--- src/hdl/spring_force_2d_macros.svh ---
// Assertion macros for the spring force block.
`ifndef SPRING_FORCE_2D_MACROS_SVH
`define SPRING_FORCE_2D_MACROS_SVH

// Same-cycle implication.
`define SF2D_ASSERT_IMP(lbl, ante, cons, msg) \
  lbl: assert property (@(posedge clk_i) disable iff (!rst_ni) (ante) |-> (cons)) \
    else $error(msg);

// Next-cycle implication.
`define SF2D_ASSERT_NXT(lbl, ante, cons, msg) \
  lbl: assert property (@(posedge clk_i) disable iff (!rst_ni) (ante) |=> (cons)) \
    else $error(msg);

`endif

--- src/hdl/sf2d_pkg.sv ---
`timescale 1ns / 1ps
package sf2d_pkg;

  localparam int unsigned XW  = 32;  // port word
  localparam int unsigned DW  = 33;  // end-to-end difference magnitude
  localparam int unsigned SQW = 66;  // square of a difference
  localparam int unsigned RW  = 68;  // root remainder
  localparam int unsigned LW  = 34;  // length (root) bits
  localparam int unsigned SPW = 2 * XW + 2 * DW;  // payload through the root chain

  typedef struct packed {
    logic vld;
    logic deg;
    logic sneg;
    logic sx;
    logic sy;
  } sf2d_ctl_t;

endpackage

--- src/hdl/sf2d_div_cell.sv ---
`timescale 1ns / 1ps
module sf2d_div_cell #(
  parameter int unsigned BIT = 0,
  parameter int unsigned NW  = 51,
  parameter int unsigned QW  = 17,
  parameter int unsigned PW  = 1
) (
  input  logic                    clk_i,
  input  logic                    rst_ni,
  input  sf2d_pkg::sf2d_ctl_t     ctl_i,
  input  logic [sf2d_pkg::LW-1:0] den_i,
  input  logic [NW-1:0]           rx_i,
  input  logic [NW-1:0]           ry_i,
  input  logic [QW-1:0]           qx_i,
  input  logic [QW-1:0]           qy_i,
  input  logic [PW-1:0]           pay_i,
  output sf2d_pkg::sf2d_ctl_t     ctl_o,
  output logic [sf2d_pkg::LW-1:0] den_o,
  output logic [NW-1:0]           rx_o,
  output logic [NW-1:0]           ry_o,
  output logic [QW-1:0]           qx_o,
  output logic [QW-1:0]           qy_o,
  output logic [PW-1:0]           pay_o
);
  import sf2d_pkg::*;

  logic [NW-1:0] trial;
  logic          gex, gey;
  sf2d_ctl_t     ctl_q;
  logic [LW-1:0] den_q;
  logic [NW-1:0] rx_q, ry_q;
  logic [QW-1:0] qx_q, qy_q;
  logic [PW-1:0] pay_q;

  always_comb begin
    trial = NW'(den_i) << BIT;
    gex   = rx_i >= trial;
    gey   = ry_i >= trial;
  end

  always_ff @(posedge clk_i or negedge rst_ni) begin
    if (!rst_ni) begin
      ctl_q <= '0;
    end else begin
      ctl_q <= ctl_i;
    end
  end

  always_ff @(posedge clk_i) begin
    den_q <= den_i;
    rx_q  <= gex ? rx_i - trial : rx_i;
    ry_q  <= gey ? ry_i - trial : ry_i;
    qx_q  <= qx_i | (QW'(gex) << BIT);
    qy_q  <= qy_i | (QW'(gey) << BIT);
    pay_q <= pay_i;
  end

  assign ctl_o = ctl_q;
  assign den_o = den_q;
  assign rx_o  = rx_q;
  assign ry_o  = ry_q;
  assign qx_o  = qx_q;
  assign qy_o  = qy_q;
  assign pay_o = pay_q;

endmodule

--- config.mk ---
export PLATFORM = sky130hd
export DESIGN_NAME = sf2d_div_cell
export DESIGN_NICKNAME = d
export VERILOG_FILES = /design/src/hdl/spring_force_2d_macros.svh /design/src/hdl/sf2d_pkg.sv /design/src/hdl/sf2d_div_cell.sv
export SDC_FILE = /design/constraint.sdc
export NUM_CORES = 1
export LEC_CHECK = 0
export ABC_AREA = 0
export ABC_CLOCK_PERIOD_IN_PS = 1000
export BUFFER_PORTS_ARGS = -buffer_cell sky130_fd_sc_hd__buf_2
export CORE_ASPECT_RATIO = 1.4
export CORE_MARGIN = 8
export CORE_UTILIZATION = 50
export CTS_CLUSTER_DIAMETER = 40
export DETAILED_ROUTE_END_ITERATION = 16
export PLACE_DENSITY = 0.81
export SLEW_MARGIN = 30
export SYNTH_ARGS = -nofsm -noshare
export SYNTH_HDL_FRONTEND = slang
export SYNTH_SLANG_ARGS = --single-unit
--- constraint.sdc ---
create_clock -name clk_i -period 1 [get_ports clk_i]
set_input_delay 0.2 -clock clk_i [delete_from_list [all_inputs] [get_ports clk_i]]
set_output_delay 0.2 -clock clk_i [all_outputs]
set_load 0.01 [all_outputs]
==> impl_metrics.py, run 1 <==
metrics = {
    "synthesis": {
        "synth-seq-cells": 176,
        "yosysWarnings": 0,
        "synth_area_leaders": "dfxtp_1 37%, ha_1 9.1%, nand2_1 5.3%",
        "ys_seq_area_frac": 0.381,
        "synth_top_area_cell": "dfxtp_1",
        "synth-edff-count": 0,
        "syn-num-nets": 1328,
        "syn_avg_cell_area_um2": 8.62,
        "synth_ff_type": "dfxtp_1",
        "syn_area_mm2": 0.00931,
        "synth_cells": 1080,
        "synth_cell_types": 73,
        "yosysTopAreaCellShare": 0.368,
        "async_flop_share": 0.0284,
    },
    "timing": {
        "worst-ep-kind": "register data pin",
        "worst_endpoint": "rx_o[46]$_DFF_P_/D",
    },
    "placement": {
        "hpwlAfterDp_mm": 31.4,
        "gp_congestion": 0.977,
        "port_buffers": 353,
    },
    "die": {
        "num_io_pins": 354,
        "rows": 59,
        "initial_core_util": 0.504,
        "die_w_um": 131,
        "die_y_um": 177,
    },
    "run_status": {
        "lastStage": "5_1_grt",
        "error": "[ERROR DPL-0038] Utilization greater than 100%, impossible to legalize",
        "outcome": "did not finish",
    },
    "global_routing": {
        "grt_max_degree": 31,
    },
    "clock_tree": {
        "cts_root_buffer": "clkbuf_16",
        "cts.sinks": 176,
        "cts_made_buffers": 17,
        "cts_max_level": 4,
        "cts_buffer_depth": 2,
    },
}
-- cells in the mapped netlist (9+ instances only) --
cell type and number:
inv_1 63, nand4_1 31, o21ai_1 9, xor2_1 49
o21ai_0 93, o21bai_1 21, xnor2_1 48, nand3_1 20
nor2_1 54, nand2b_1 10, a21o_1 20, nand2_1 131
ha_1 68, a21oi_1 82, dfxtp_1 171, or3_1 11
o21a_1 12, buf_2 18, clkbuf_1 18, nor3_1 22
nor4_1 13
-- kinds of logic after synthesis --
family          share of synthesized area
flops                               0.381
fa+ha+maj                          0.0957
mux                               0.00941
compound gates                      0.197
xor+xnor                           0.0913
buf+inv                            0.0503
simple gates                        0.175
-- what timing repair did --
action | 4_1_cts
hold buffers | 98
setup buffers | 47
resized for setup | 401
cloned | 9
pin swaps | 123
setup endpoints to repair | 280
hold endpoints to repair | 102
-- per-stage QoR --
step | worst slack [ps] | hold WS, ps | cells | area [µm²] | TNS (ps)
detailed placement | -2070 | 36.1 | 1978 | 14100 | -189890
CTS | -1410 | 0.0447 | 2162 | 17700 | -142920
floorplan | -1700 | -95.6 | 1080 | 9740 | -148660
global placement | -1980 | 33.5 | 1978 | 14100 | -184920
==> run 2: changes to the inputs <==
CORE_ASPECT_RATIO = unset   (was 1.4)
CORE_UTILIZATION = 35   (was 50)
CTS_CLUSTER_DIAMETER = unset   (was 40)
PLACE_DENSITY = unset   (was 0.81)
PLACE_DENSITY_LB_ADDON = 0.15   (was unset)
==> run 2 against run 1 <==
  * The flow now finishes, with violations (negative setup slack)
  * Synthesized cell count is the same
  * Area after synthesis did not move
==> impl_metrics.py, run 2 <==
metrics = {
    "placement": {
        "hpwlAfterDp_mm": 30.3,
        "gp_congestion": 0.899,
        "dp.cells": 2068,
        "port_buffers": 353,
        "dp_slack_ps": -2280,
        "place_area_mm2": 0.0142,
    },
    "finish": {
        "multi_input_area_mm2": 0.00696,
        "fin_cells": 2279,
        "num-nets-final": 2177,
        "fillCellCount": 1840,
        "syn_to_final_growth_pct": 105,
        "final_common_cell": "buf_4",
        "layout_common_cells": "354 x buf_4, 242 x buf_2, 133 x buf_6",
        "final_util": 0.734,
        "drive_above_1_share": 0.599,
        "seq_area_mm2": 0.00367,
        "final_cell_area_mm2": 0.0191,
    },
    "die": {
        "num_io_pins": 354,
        "die_y_um": 179,
        "rows": 59,
        "die_w_um": 179,
        "dieArea_mm2": 0.0321,
        "initial_core_util": 0.357,
        "coreArea_mm2": 0.0261,
    },
    "drt": {
        "wl_per_cell_um": 19.0,
        "route.detailed.drc": 0,
        "routed_wl_mm": 43.3,
        "antenna_left": 0,
        "drt_iter0_drc": 439,
        "post_drt_via_cell_ratio": 4.97,
        "first_pass_iters": 5,
        "vias": 11332,
    },
    "setup_path": {
        "crit_path_max_fanout": 2,
        "criticalPathCategory": "in2reg",
        "critPathLaunchType": "primary input",
        "cp-end-kind": "flop",
        "arrival_ps": 2840,
        "worstPathRequired_ps": 1370,
    },
    "pwr": {
        "p_seq_frac": 0.340,
        "swShare": 0.334,
        "intPower_mw": 16.4,
        "power.leakage_nw": 8.76,
        "p_comb_frac": 0.377,
        "clockPowerShare": 0.283,
        "cellPowerDensity_mw_per_mm2": 1290,
        "switchingPower_mw": 8.21,
        "vdd_drop_max_v": 0.00102,
    },
    "timing": {
        "finalHoldViolations": 0,
        "worst_slew_pin_slew_ps": 807,
        "tns_ps": -146190,
        "post-route-period-util": 2.46,
        "timing.final.crit_period_ps": 2460,
        "final_max_slew_viol_count": 0,
        "rsz0062_at_grt": "true",
        "relSlewSlack": 0.455,
        "fin_ws_ps": -1460,
        "max_freq_ghz": 0.406,
        "setup_viol": 280,
    },
    "synthesis": {
        "synth_ff_type": "dfxtp_1",
        "synth_common_cells": "171 x dfxtp_1, 131 x nand2_1, 93 x o21ai_0",
        "synth_cell_types": 73,
        "ys_seq_area_frac": 0.381,
        "synth_top_area_cell": "dfxtp_1",
        "synth-edff-count": 0,
        "syn_area_mm2": 0.00931,
        "syn-num-nets": 1328,
        "synth-seq-cells": 176,
        "yosysMostFrequentCell": "dfxtp_1",
        "yosysTopAreaCellShare": 0.368,
        "syn_avg_cell_area_um2": 8.62,
        "yosysWarnings": 0,
        "synth_area_leaders": "dfxtp_1 37%, ha_1 9.1%, nand2_1 5.3%",
        "synth_cells": 1080,
        "async_flop_share": 0.0284,
    },
    "global_routing": {
        "grt_pass1_wl_mm": 61.9,
        "grt_overflow": 0,
        "grt_pass1_vias": 11655,
        "antenna_found_initial": 4,
        "grt_max_degree": 23,
        "groute.usage.overall": 0.248,
    },
    "clock_tree": {
        "path_clk_slew_ps": 80,
        "cts_root_buffer": "clkbuf_16",
        "cts_buffer_depth": 2,
        "cts_made_buffers": 17,
        "cts_tree": "yes",
        "cts_max_level": 4,
        "cts.sinks": 176,
    },
    "run_status": {
        "violations": "negative setup slack",
        "outcome": "finished with violations",
    },
    "worst_hold_path": {
        "min_path_cells": 3,
        "hp-class": "in2reg",
    },
    "flow_run": {
        "maxCapViolations": 0,
    },
}
run 2: cell counts after synthesis:
Identical to the previous run, type by type.
run 2: timing repair:
action                     in CTS  in global routing
cloned                         11                  3
setup endpoints to repair     280                280
pin swaps                     106                 74
setup buffers                  50                 20
gates resized for setup       358                287
hold endpoints to repair      117                  1
hold buffers                  113                  1
run 2: metrics by stage:
| stage | total power [mW] | hold WS, ps |
|---|---|---|
| floorplan | 11.6 | -95.6 |
| global placement | 15.3 | 15.2 |
| detailed placement | 15.3 | 20.0 |
| CTS | 23.7 | 1.27 |
| global route | 25.7 | 3.66 |
| finish | 24.6 | 12.7 |
run 2: layout make-up:
class,instances,area share
clock inverters,15,0.00844
multi-input cells,796,0.364
inverters,63,0.0154
clock buffers,17,0.0222
well taps,335,0.0219
diodes,2,0.000262
repair buffers,875,0.375
flip-flops and latches,176,0.192
run 2: path summary, 6_finish.rpt:
path | startpoint | end | slack, ps
worst max-delay path | rx_i[0] | rx_o[40] | -1460
worst min-delay path | rx_i[4] | rx_o[4] | 10
max in group asynchronous | rst_ni | ctl_o[3] | 780
min in group asynchronous | rst_ni | ctl_o[2] | 90
run 2: logic make-up (layout without fill, tap and decap cells):
kind of cell    Yosys count  count (layout)  share of synthesized area
buf+inv                 108             970                     0.0503
simple gates            329             329                      0.175
fa+ha+maj                70              70                     0.0957
mux                       8               8                    0.00941
other cells               0               2                          0
flops                   176             176                      0.381
xor+xnor                 97              97                     0.0913
compound gates          292             292                      0.197
run 2: metal layers:
metal	track usage	share of wire	up-vias
li1	-	-	5524
met2	0.446	0.51	410
met1	0.286	0.39	5300
met4	0.0913	0.033	4
met3	0.0482	0.067	94
met5	0	0.00065	-
run 2: power by group through the flow:
stage	clock (mW)	combinational [mW]	sequential [mW]
global placement	0	7.02	8.26
global route	7.33	9.92	8.46
floorplan	0	2.80	8.76
detailed placement	0	7.05	8.27
CTS	7.07	8.43	8.24
finish	6.95	9.29	8.38
run 2: critical path, cell delays in order:
cell	delay, ps
buf_8	110
inv_12	40
ha_4	110
inv_2	40
fa_2	360
a21o_1	240
a221oi_4	290
a221oi_2	130
o311a_1	360
o21a_1	220
nand2_2	100
o211ai_1	210
nor3_1	240
xor2_1	170
Note: power is estimated with default switching activity, not from simulation.
