--- config.mk ---
export PLATFORM = sky130hd
export DESIGN_NAME = sf2d_sqrt_cell
export DESIGN_NICKNAME = d
export VERILOG_FILES = /design/src/hdl/spring_force_2d_macros.svh /design/src/hdl/sf2d_pkg.sv /design/src/hdl/sf2d_sqrt_cell.sv
export SDC_FILE = /design/constraint.sdc
export NUM_CORES = 1
export LEC_CHECK = 0
export ABC_AREA = 1
export ABC_CLOCK_PERIOD_IN_PS = 800
export BUFFER_PORTS_ARGS = -buffer_cell sky130_fd_sc_hd__buf_2
export CAP_MARGIN = 30
export CORE_MARGIN = 4
export CORE_UTILIZATION = 53
export CTS_CLUSTER_SIZE = 8
export DETAILED_ROUTE_END_ITERATION = 10
export GPL_TIMING_DRIVEN = 0
export PLACE_DENSITY = 0.78
export SLEW_MARGIN = 20
export SYNTH_ARGS = -nofsm -noshare
export SYNTH_HDL_FRONTEND = slang
export SYNTH_SLANG_ARGS = --single-unit
export TNS_END_PERCENT = 30
--- constraint.sdc ---
create_clock -name clk_i -period 0.8 [get_ports clk_i]
set_input_delay 0.04 -clock clk_i [delete_from_list [all_inputs] [get_ports clk_i]]
set_output_delay 0.04 -clock clk_i [all_outputs]
set_load 0.01 [all_outputs]
--- src/hdl/spring_force_2d_macros.svh ---
// Assertion macros for the spring force block.
`ifndef SPRING_FORCE_2D_MACROS_SVH
`define SPRING_FORCE_2D_MACROS_SVH

// Same-cycle implication.
`define SF2D_ASSERT_IMP(lbl, ante, cons, msg) \
  lbl: assert property (@(posedge clk_i) disable iff (!rst_ni) (ante) |-> (cons)) \
    else $error(msg);

// Next-cycle implication.
`define SF2D_ASSERT_NXT(lbl, ante, cons, msg) \
  lbl: assert property (@(posedge clk_i) disable iff (!rst_ni) (ante) |=> (cons)) \
    else $error(msg);

`endif

--- src/hdl/sf2d_pkg.sv ---
`timescale 1ns / 1ps
package sf2d_pkg;

  localparam int unsigned XW  = 32;  // port word
  localparam int unsigned DW  = 33;  // end-to-end difference magnitude
  localparam int unsigned SQW = 66;  // square of a difference
  localparam int unsigned RW  = 68;  // root remainder
  localparam int unsigned LW  = 34;  // length (root) bits
  localparam int unsigned SPW = 2 * XW + 2 * DW;  // payload through the root chain

  typedef struct packed {
    logic vld;
    logic deg;
    logic sneg;
    logic sx;
    logic sy;
  } sf2d_ctl_t;

endpackage

--- src/hdl/sf2d_sqrt_cell.sv ---
`timescale 1ns / 1ps
module sf2d_sqrt_cell #(
  parameter int unsigned BIT = 0,
  parameter int unsigned PW  = 1
) (
  input  logic                       clk_i,
  input  logic                       rst_ni,
  input  sf2d_pkg::sf2d_ctl_t        ctl_i,
  input  logic [sf2d_pkg::RW-1:0]    rem_i,
  input  logic [sf2d_pkg::LW-1:0]    root_i,
  input  logic [PW-1:0]              pay_i,
  output sf2d_pkg::sf2d_ctl_t        ctl_o,
  output logic [sf2d_pkg::RW-1:0]    rem_o,
  output logic [sf2d_pkg::LW-1:0]    root_o,
  output logic [PW-1:0]              pay_o
);
  import sf2d_pkg::*;

  logic [RW-1:0] trial;
  logic          ge;
  sf2d_ctl_t     ctl_q;
  logic [RW-1:0] rem_q, rem_d;
  logic [LW-1:0] root_q, root_d;
  logic [PW-1:0] pay_q;

  // (r + 2^b)^2 - r^2 = r*2^(b+1) + 2^(2b)
  always_comb begin
    trial  = (RW'(root_i) << (BIT + 1)) + (RW'(1) << (2 * BIT));
    ge     = rem_i >= trial;
    rem_d  = ge ? rem_i - trial : rem_i;
    root_d = ge ? (root_i | (LW'(1) << BIT)) : root_i;
  end

  always_ff @(posedge clk_i or negedge rst_ni) begin
    if (!rst_ni) begin
      ctl_q <= '0;
    end else begin
      ctl_q <= ctl_i;
    end
  end

  always_ff @(posedge clk_i) begin
    rem_q  <= rem_d;
    root_q <= root_d;
    pay_q  <= pay_i;
  end

  assign ctl_o  = ctl_q;
  assign rem_o  = rem_q;
  assign root_o = root_q;
  assign pay_o  = pay_q;

endmodule

==> results of run 1 <==
-- synthesized netlist by cell type (all sizes together) --
cell type	n	area share [%]
nand2	452	23
ha	35	6.0
nand3b	3	0.31
or2	4	0.34
o21bai	4	0.41
a21oi	53	4.6
dfxtp	103	28
and3	3	0.26
nand3	67	4.8
nor4	1	0.085
and2	3	0.26
nor3	23	1.7
o21ai	39	2.7
buf	10	0.94
nand4	19	1.6
dfrtp	5	1.7
nor2	122	6.7
xor2	4	0.48
xnor2	27	3.2
inv	242	12
a211oi	2	0.20
fa	1	0.27
-- timing repair --
| item | 4_1_cts |
|---|---|
| buffers inserted | 41 |
| hold endpoints to repair | 109 |
| gates resized for setup | 274 |
| pin swaps | 70 |
| endpoints found under the setup margin | 177 |
| hold buffers | 104 |
| gates cloned | 2 |
-- per-layer routing --
| metal | overflow | global-route usage [%] |
|---|---|---|
| met5 | 0 | 6.50 |
| met4 | 27 | 55.4 |
| met1 | 1 | 62.1 |
| met2 | 18 | 83.7 |
| met3 | 0 | 39.5 |
-- logic make-up after synthesis --
| family | share of synthesized area (%) |
|---|---|
| flip-flops | 29.7 |
| buffers and inverters | 13.3 |
| AND/OR/NAND/NOR | 39.2 |
| XOR/XNOR | 3.69 |
| adder cells (fa/ha/maj) | 6.22 |
| AO/OA/AOI/OAI | 7.84 |
-- stage by stage --
| step | util (%) | TNS [ps] | cell area, um2 | setup WS (ps) |
|---|---|---|---|---|
| after floorplan | - | -46150 | 7930 | -715 |
| after CTS | 88.0 | -46850 | 11800 | -679 |
| after global placement | 68.9 | -86590 | 9240 | -1350 |
| after detailed placement | 68.9 | -90760 | 9240 | -1390 |
==> key figures, run 1 <==
Place
  • Buffers on Ports: 217
  • GPL Wtd Cong: 0.979
  • Placed insts: 1,615
  • Post-DP HPWL: 23,600 um

Global routing
  • GR Overflow Total: 46
  • First-pass GRT wire length: 75,100 um
  • Largest net degree at the start of global routing: 20
  • Gr usage total: 60.9%
  • Vias in the first global route: 12,779

Clock network
  • CTS max path bufs: 2
  • Clock Tree Root: clkbuf_16
  • CTS Buf Count: 9
  • H-Tree Depth: 3
  • CTS sink cnt: 108

Run status
  • First Error: [ERROR GRT-0116] Global routing finished with congestion. Check the congestion regions in the DRC Viewer.
  • Status: did not finish
  • Stopping stage: global routing (5_1_grt)

Logic synthesis
  • Post-Synthesis Cell Area: 7360 um2
  • Post-synth cell types: 33
  • Post-Synthesis Cells: 1,222
  • Post-Synthesis Net Count: 1,368
  • Register area share after synthesis: 29.7%
  • Warnings, synthesis: 0
  • Synth Area per Inst: 6.02 um2
  • Seq cells post-synth: 108

Die
  • Die Wd: 126 um
  • Floorplan row count: 42
  • Starting Density: 54.9%
  • Die height: 126 um
  • # IOs: 218
==> inputs of run 2 (changes only) <==
- CORE_UTILIZATION: 53 -> 40
- CTS_CLUSTER_SIZE: 8 -> unset
- PLACE_DENSITY: 0.78 -> unset
- PLACE_DENSITY_LB_ADDON: unset -> 0.15
==> key figures, run 2 <==
Logic synthesis
  • Synth top area share: 28.0%
  • Commonest cells in the synthesized netlist: nand2_1, inv_1, nor2_1
  • Seq cells post-synth: 108
  • Synth Area per Inst: 6.02 um2
  • Register area share after synthesis: 29.7%
  • Post-Synthesis Cells: 1,222
  • EDFF count, synth: 0
  • Post-Synthesis Cell Area: 7360 um2
  • Asr flop ratio synth: 4.63%
  • Post-Synthesis Net Count: 1,368
  • Area leader, netlist: dfxtp_1
  • Main area contributors after synthesis: dfxtp_1, nand2_1, inv_1
  • Count leader, synth: nand2_1
  • Warnings, synthesis: 0
  • Post-synth cell types: 33
  • Ys flop type: dfxtp_1

Global routing
  • Antenna violations before repair: 3
  • First-pass GRT wire length: 45,500 um
  • Gr usage total: 28.7%
  • Largest net degree at the start of global routing: 20
  • Vias in the first global route: 8,986
  • GR Overflow Total: 0

Die
  • Floorplan core area: 18,000 um2
  • Die area: 20,600 um2
  • Floorplan row count: 49
  • Die Wd: 144 um
  • Starting Density: 40.8%
  • # IOs: 218
  • Die height: 144 um

Layout
  • Layout Nets: 1,758
  • Most frequent cells in the layout: nand2_1, inv_1, buf_2
  • Area delta synth->final: 70.6%
  • Max FFs per register: 68
  • Fin cells: 1,847
  • Commonest non-fill, non-tap cell in the layout: nand2_1
  • Ratio of cells with drive above 1 in the final layout: 41.4%
  • Util after Layout: 69.6%

Place
  • Post-DP HPWL: 23,600 um
  • Placed insts: 1,668
  • Pre-CTS setup slack: -1420 ps
  • Buffers on Ports: 217
  • GPL Wtd Cong: 0.921

Clock network
  • CTS tree: done
  • CTS max path bufs: 2
  • H-Tree Depth: 3
  • CTS sink cnt: 108
  • Worst-path clk slew: 80 ps
  • Clock Tree Root: clkbuf_16
  • CTS Buf Count: 9

Power and ir drop
  • Power Density: 1370 nW/um2
  • Leakage: 0.00618 uW
  • Peak VDD IR: 0.00119 V

Drt
  • DRT Pass-1 Iters: 5
  • DR WL/cell: 17.3 um
  • DR vias/cell: 5.01
  • Vias: 9,247
  • Routed wl met2: 15,600 um
  • Top Metal Used: met5
  • Final WL: 31,900 um
  • DRT iter0 DRCs: 561
  • Detailed-route DRC error count: 0
  • Met3 wire len: 2220 um
  • Post-route ant nets: 0
  • Routed met1 length: 13,100 um

Hold path
  • Hold crit path type: in -> reg

Critical path
  • CP Capture Type: flip-flop
  • Critical path, cell by cell: buf_6 > inv_4 > ha_4 > nand2_4 > buf_4 > nor2_1 > nand3_1 > nand3_4 > nand2_1 > nand2_1 > nand2_2 > nand2_4 > nand2_4 > nand4_1 > nand2_1
  • CP max stage cell: ha_4
  • CP Data Required Time: 1060 ps
  • CP peak stage delay: 290 ps
  • Crit path max fanout: 4
  • Crit-path leading delay family: simple AND/OR/NAND/NOR gates
  • Critical Path AT: 1830 ps
  • Setup crit start kind: primary input
  • Setup CP Type: in -> reg
  • WP buf/inv: 3

Timing
  • Final setup TNS: -51,520 ps
  • Max Clk Rate: 637 MHz
  • Final setup viols: 177
  • Worst slew margin: 71.1%
  • Setup slack after layout: -770 ps
  • Final Hold Viols: 1
  • Final worst path period need: 1570 ps
  • Period utilization: 196%
  • Slew @ Worst Pin: 430 ps
  • Slew Limit Fails: 0
  • Hold_ws: -20.3 ps
  • Unrepaired setup endpoints after global routing: true

Run
  • Max-cap check violation count: 0

Run status
  • Status: finished with violations
  • Violated checks: hold timing, setup timing
==> run 2: cell counts after synthesis <==
Identical to the previous run, type by type.
==> run 2: stage by stage <==
stage          total power (uW)  instance area [um2]
2_1_floorplan              9110                 7930
3_3_place_gp              10900                 9300
3_5_place_dp              10900                 9300
4_1_cts                   16300                11500
5_1_grt                   18100                12600
6_report                  17200                12600
==> run 2: tightest hold or removal path, stage by stage <==
cell and delay (ps):
buf_2 90, inv_1 50, nand3_1 70, nand2_1 40
==> run 2: path summary, 6_finish.rpt <==
path                       cells after the start   endpoint      start
worst max-delay path                          15  rem_o[66]  root_i[6]
worst min-delay path                           4  rem_o[59]  rem_i[59]
max in group asynchronous                      2   ctl_o[4]     rst_ni
min in group asynchronous                      2   ctl_o[1]     rst_ni
==> run 2: layout make-up <==
cell class / count / area [um2]
sequential: 108 / 2220
antenna: 1 / 2.50
timing repair buffer: 379 / 3000
clock buffer: 9 / 225
clock inverter: 7 / 56.3
inverter: 242 / 951
tap: 229 / 287
fill: 1484 / 5470
buffer: 10 / 164
multi-input combinational: 862 / 5640
==> run 2: power breakdown <==
| group | leakage [uW] | internal [uW] | total, uW | switching, uW |
|---|---|---|---|---|
| Clock | 0.000143 | 2180 | 4480 | 2310 |
| Sequential | 0.000927 | 6010 | 6170 | 167 |
| Combinational | 0.00511 | 3010 | 6590 | 3580 |
| Total | 0.00618 | 11200 | 17200 | 6050 |
==> run 2: logic make-up (layout without fill, tap and decap cells) <==
| group | after synthesis | in the layout | synth area share, % |
|---|---|---|---|
| compound gates | 98 | 98 | 7.84 |
| other cells | 0 | 1 | 0 |
| buf+inv | 252 | 647 | 13.3 |
| simple gates | 697 | 697 | 39.2 |
| flops | 108 | 108 | 29.7 |
| xor+xnor | 31 | 31 | 3.69 |
| fa+ha+maj | 36 | 36 | 6.22 |
==> run 2: repair_timing <==
action	CTS	global route
buffers inserted	31	21
endpoints found under the setup margin	177	177
hold endpoints to repair	109	2
pin swaps	40	61
resized for setup	161	268
hold buffers	104	2
gates cloned	2	3
==> run 2: metal layers <==
metal / up-vias / GRT usage (%)
li1: 4523 / -
met1: 4279 / 36.6
met2: 370 / 49.0
met3: 73 / 5.36
met4: 2 / 9.46
met5: - / 0
Note: power is estimated with default switching activity, not from simulation.
==> inputs of run 3 (changes only) <==
- ABC_AREA: 1 -> 0
==> key figures, run 3 <==
Power and ir drop
  • Peak VDD IR: 0.00109 V
  • Power Density: 1520 nW/um2
  • Leakage: 0.00464 uW

Logic synthesis
  • Ys flop type: dfxtp_1
  • Post-synth cell types: 57
  • Main area contributors after synthesis: dfxtp_1, ha_1, xnor2_1
  • Area leader, netlist: dfxtp_1
  • Commonest cells in the synthesized netlist: dfxtp_1, a21oi_1, nor2_1
  • Synth top area share: 37.3%
  • Post-Synthesis Net Count: 801
  • Asr flop ratio synth: 4.63%
  • Seq cells post-synth: 108
  • Post-Synthesis Cells: 655
  • Warnings, synthesis: 0
  • Count leader, synth: dfxtp_1
  • Synth Area per Inst: 8.44 um2
  • Post-Synthesis Cell Area: 5530 um2
  • EDFF count, synth: 0
  • Register area share after synthesis: 39.6%

Global routing
  • First-pass GRT wire length: 34,000 um
  • Gr usage total: 26.3%
  • Largest net degree at the start of global routing: 20
  • GR Overflow Total: 0
  • Antenna violations before repair: 0
  • Vias in the first global route: 6,570

Timing
  • Max Clk Rate: 407 MHz
  • Slew Limit Fails: 0
  • Slew @ Worst Pin: 867 ps
  • Final setup viols: 177
  • Hold_ws: 11.3 ps
  • Worst slew margin: 40.7%
  • Period utilization: 307%
  • Setup slack after layout: -1660 ps
  • Final worst path period need: 2460 ps
  • Unrepaired setup endpoints after global routing: true
  • Final Hold Viols: 0

Layout
  • Fill cells: 831
  • Util after Layout: 80.5%
  • Area delta synth->final: 95.1%
  • Ratio of cells with drive above 1 in the final layout: 51.4%
  • Max FFs per register: 68
  • Antenna diode count: 0
  • Area of the multi-input gates: 4320 um2
  • Register area: 2230 um2
  • Commonest non-fill, non-tap cell in the layout: buf_2
  • Most frequent cells in the layout: buf_2, dlygate4sd3_1, dfxtp_1
  • Layout Nets: 1,212

Critical path
  • Critical Path AT: 2700 ps
  • CP Data Required Time: 1040 ps
  • Crit path max fanout: 4
  • Setup CP Type: in -> reg
  • Critical Path Source: rem_i[45]
  • CP peak stage delay: 570 ps
  • Setup crit start kind: primary input
  • Critical path, cell by cell: buf_8 > or3_4 > or4_4 > nor4_4 > o41a_1 > nand2_2 > o21ba_4 > nor4b_4 > or4_1 > o22a_1
  • CP max stage cell: or4_4
  • CP Capture Type: flip-flop

Clock network
  • CTS sink cnt: 108
  • H-Tree Depth: 3
  • CTS tree: done
  • CTS Buf Count: 9
  • Clock Tree Root: clkbuf_16
  • CTS max path bufs: 2
  • Worst-path clk slew: 80 ps

Hold path
  • Hold path start: rem_i[41]
  • Hold crit path type: in -> reg

Drt
  • Final WL: 23,200 um
  • DR vias/cell: 5.32
  • Vias: 6,629
  • DRT iter0 DRCs: 423
  • DRT Pass-1 Iters: 5
  • Detailed-route DRC error count: 0
  • DR WL/cell: 18.6 um
  • Post-route ant nets: 0

Place
  • Post-DP HPWL: 14,900 um
  • Buffers on Ports: 216
  • GPL Wtd Cong: 0.881

Run
  • Max-cap check violation count: 0

Run status
  • Violated checks: setup timing
  • Status: finished with violations

Die
  • Floorplan row count: 42
  • Die height: 126 um
  • Die area: 15,800 um2
  • Floorplan core area: 13,400 um2
  • Die Wd: 126 um
  • Starting Density: 41.3%
  • # IOs: 218
[run 3: cell count changes after synthesis, sizes merged, moves of 16 or more]
cell / delta
a21oi: +16
xor2: +19
nand3: -57
nand2: -393
clkbuf: +16
nor2: -57
inv: -195
[run 3: path summary, 6_finish.rpt]
kind | endpoint | slack, ps | cells after the start
worst min-delay path | rem_o[42] | 10 | 3
worst max-delay path | rem_o[61] | -1660 | 10
max in group asynchronous | ctl_o[0] | 640 | 2
min in group asynchronous | ctl_o[2] | 30 | 2
[run 3: cells by family (layout without fill, tap and decap cells)]
group | Yosys count | after routing | synth area share [%]
compound gates | 154 | 154 | 17.1
xor+xnor | 64 | 64 | 10.1
fa+ha+maj | 36 | 36 | 8.28
buf+inv | 67 | 483 | 4.64
flops | 108 | 108 | 39.6
simple gates | 226 | 226 | 20.3
[run 3: area by class of cell]
class	count	area share [%]
sequential	108	20.7
multi-input combinational	480	40.0
buffer	13	1.89
inverter	47	1.98
clock buffer	10	2.22
timing repair buffer	407	30.6
tap	176	2.04
clock inverter	6	0.499
[run 3: stage by stage]
step / setup TNS [ps] / instance area [um2] / total power, uW / setup slack (ps) / std cells
floorplan: -97420 / 6060 / 8620 / -1790 / 655
global placement: -140580 / 7360 / 10100 / -2460 / 1047
detailed placement: -144640 / 7360 / 10200 / -2390 / 1047
CTS: -95910 / 10000 / 15600 / -1630 / 1223
global route: -107680 / 10800 / 17100 / -1730 / 1247
finish: -101170 / 10800 / 16400 / -1660 / 1247
[run 3: worst max-delay path: cells and delay by family]
family / cells / cell delay (ps)
and+or+nand+nor: 6 / 1820
buffers and inverters: 1 / 90
AOI/OAI and AO/OA: 3 / 740
[run 3: timing repair]
action / in CTS / in global routing
hold buffers: 105 / 0
gates resized for setup: 216 / 134
endpoints found under the hold margin: 109 / 0
endpoints found under the setup margin: 177 / 177
pin swaps: 60 / 35
gates cloned: 4 / 2
buffers inserted: 57 / 27
[run 3: routing by layer]
layer / wire length [um] / vias to the layer above / GRT usage [%]
met1: 9710 / 3182 / 33.6
met5: 0 / - / 0
met2: 11500 / 295 / 45.4
met3: 1460 / 46 / 4.69
li1: - / 3106 / -
met4: 551 / 0 / 7.53
[run 3: power breakdown]
part           leakage [uW]  switching [uW]  internal (uW)
sequential         0.000927             227           6040
combinational       0.00357            2760           2880
clock              0.000147            2200           2270
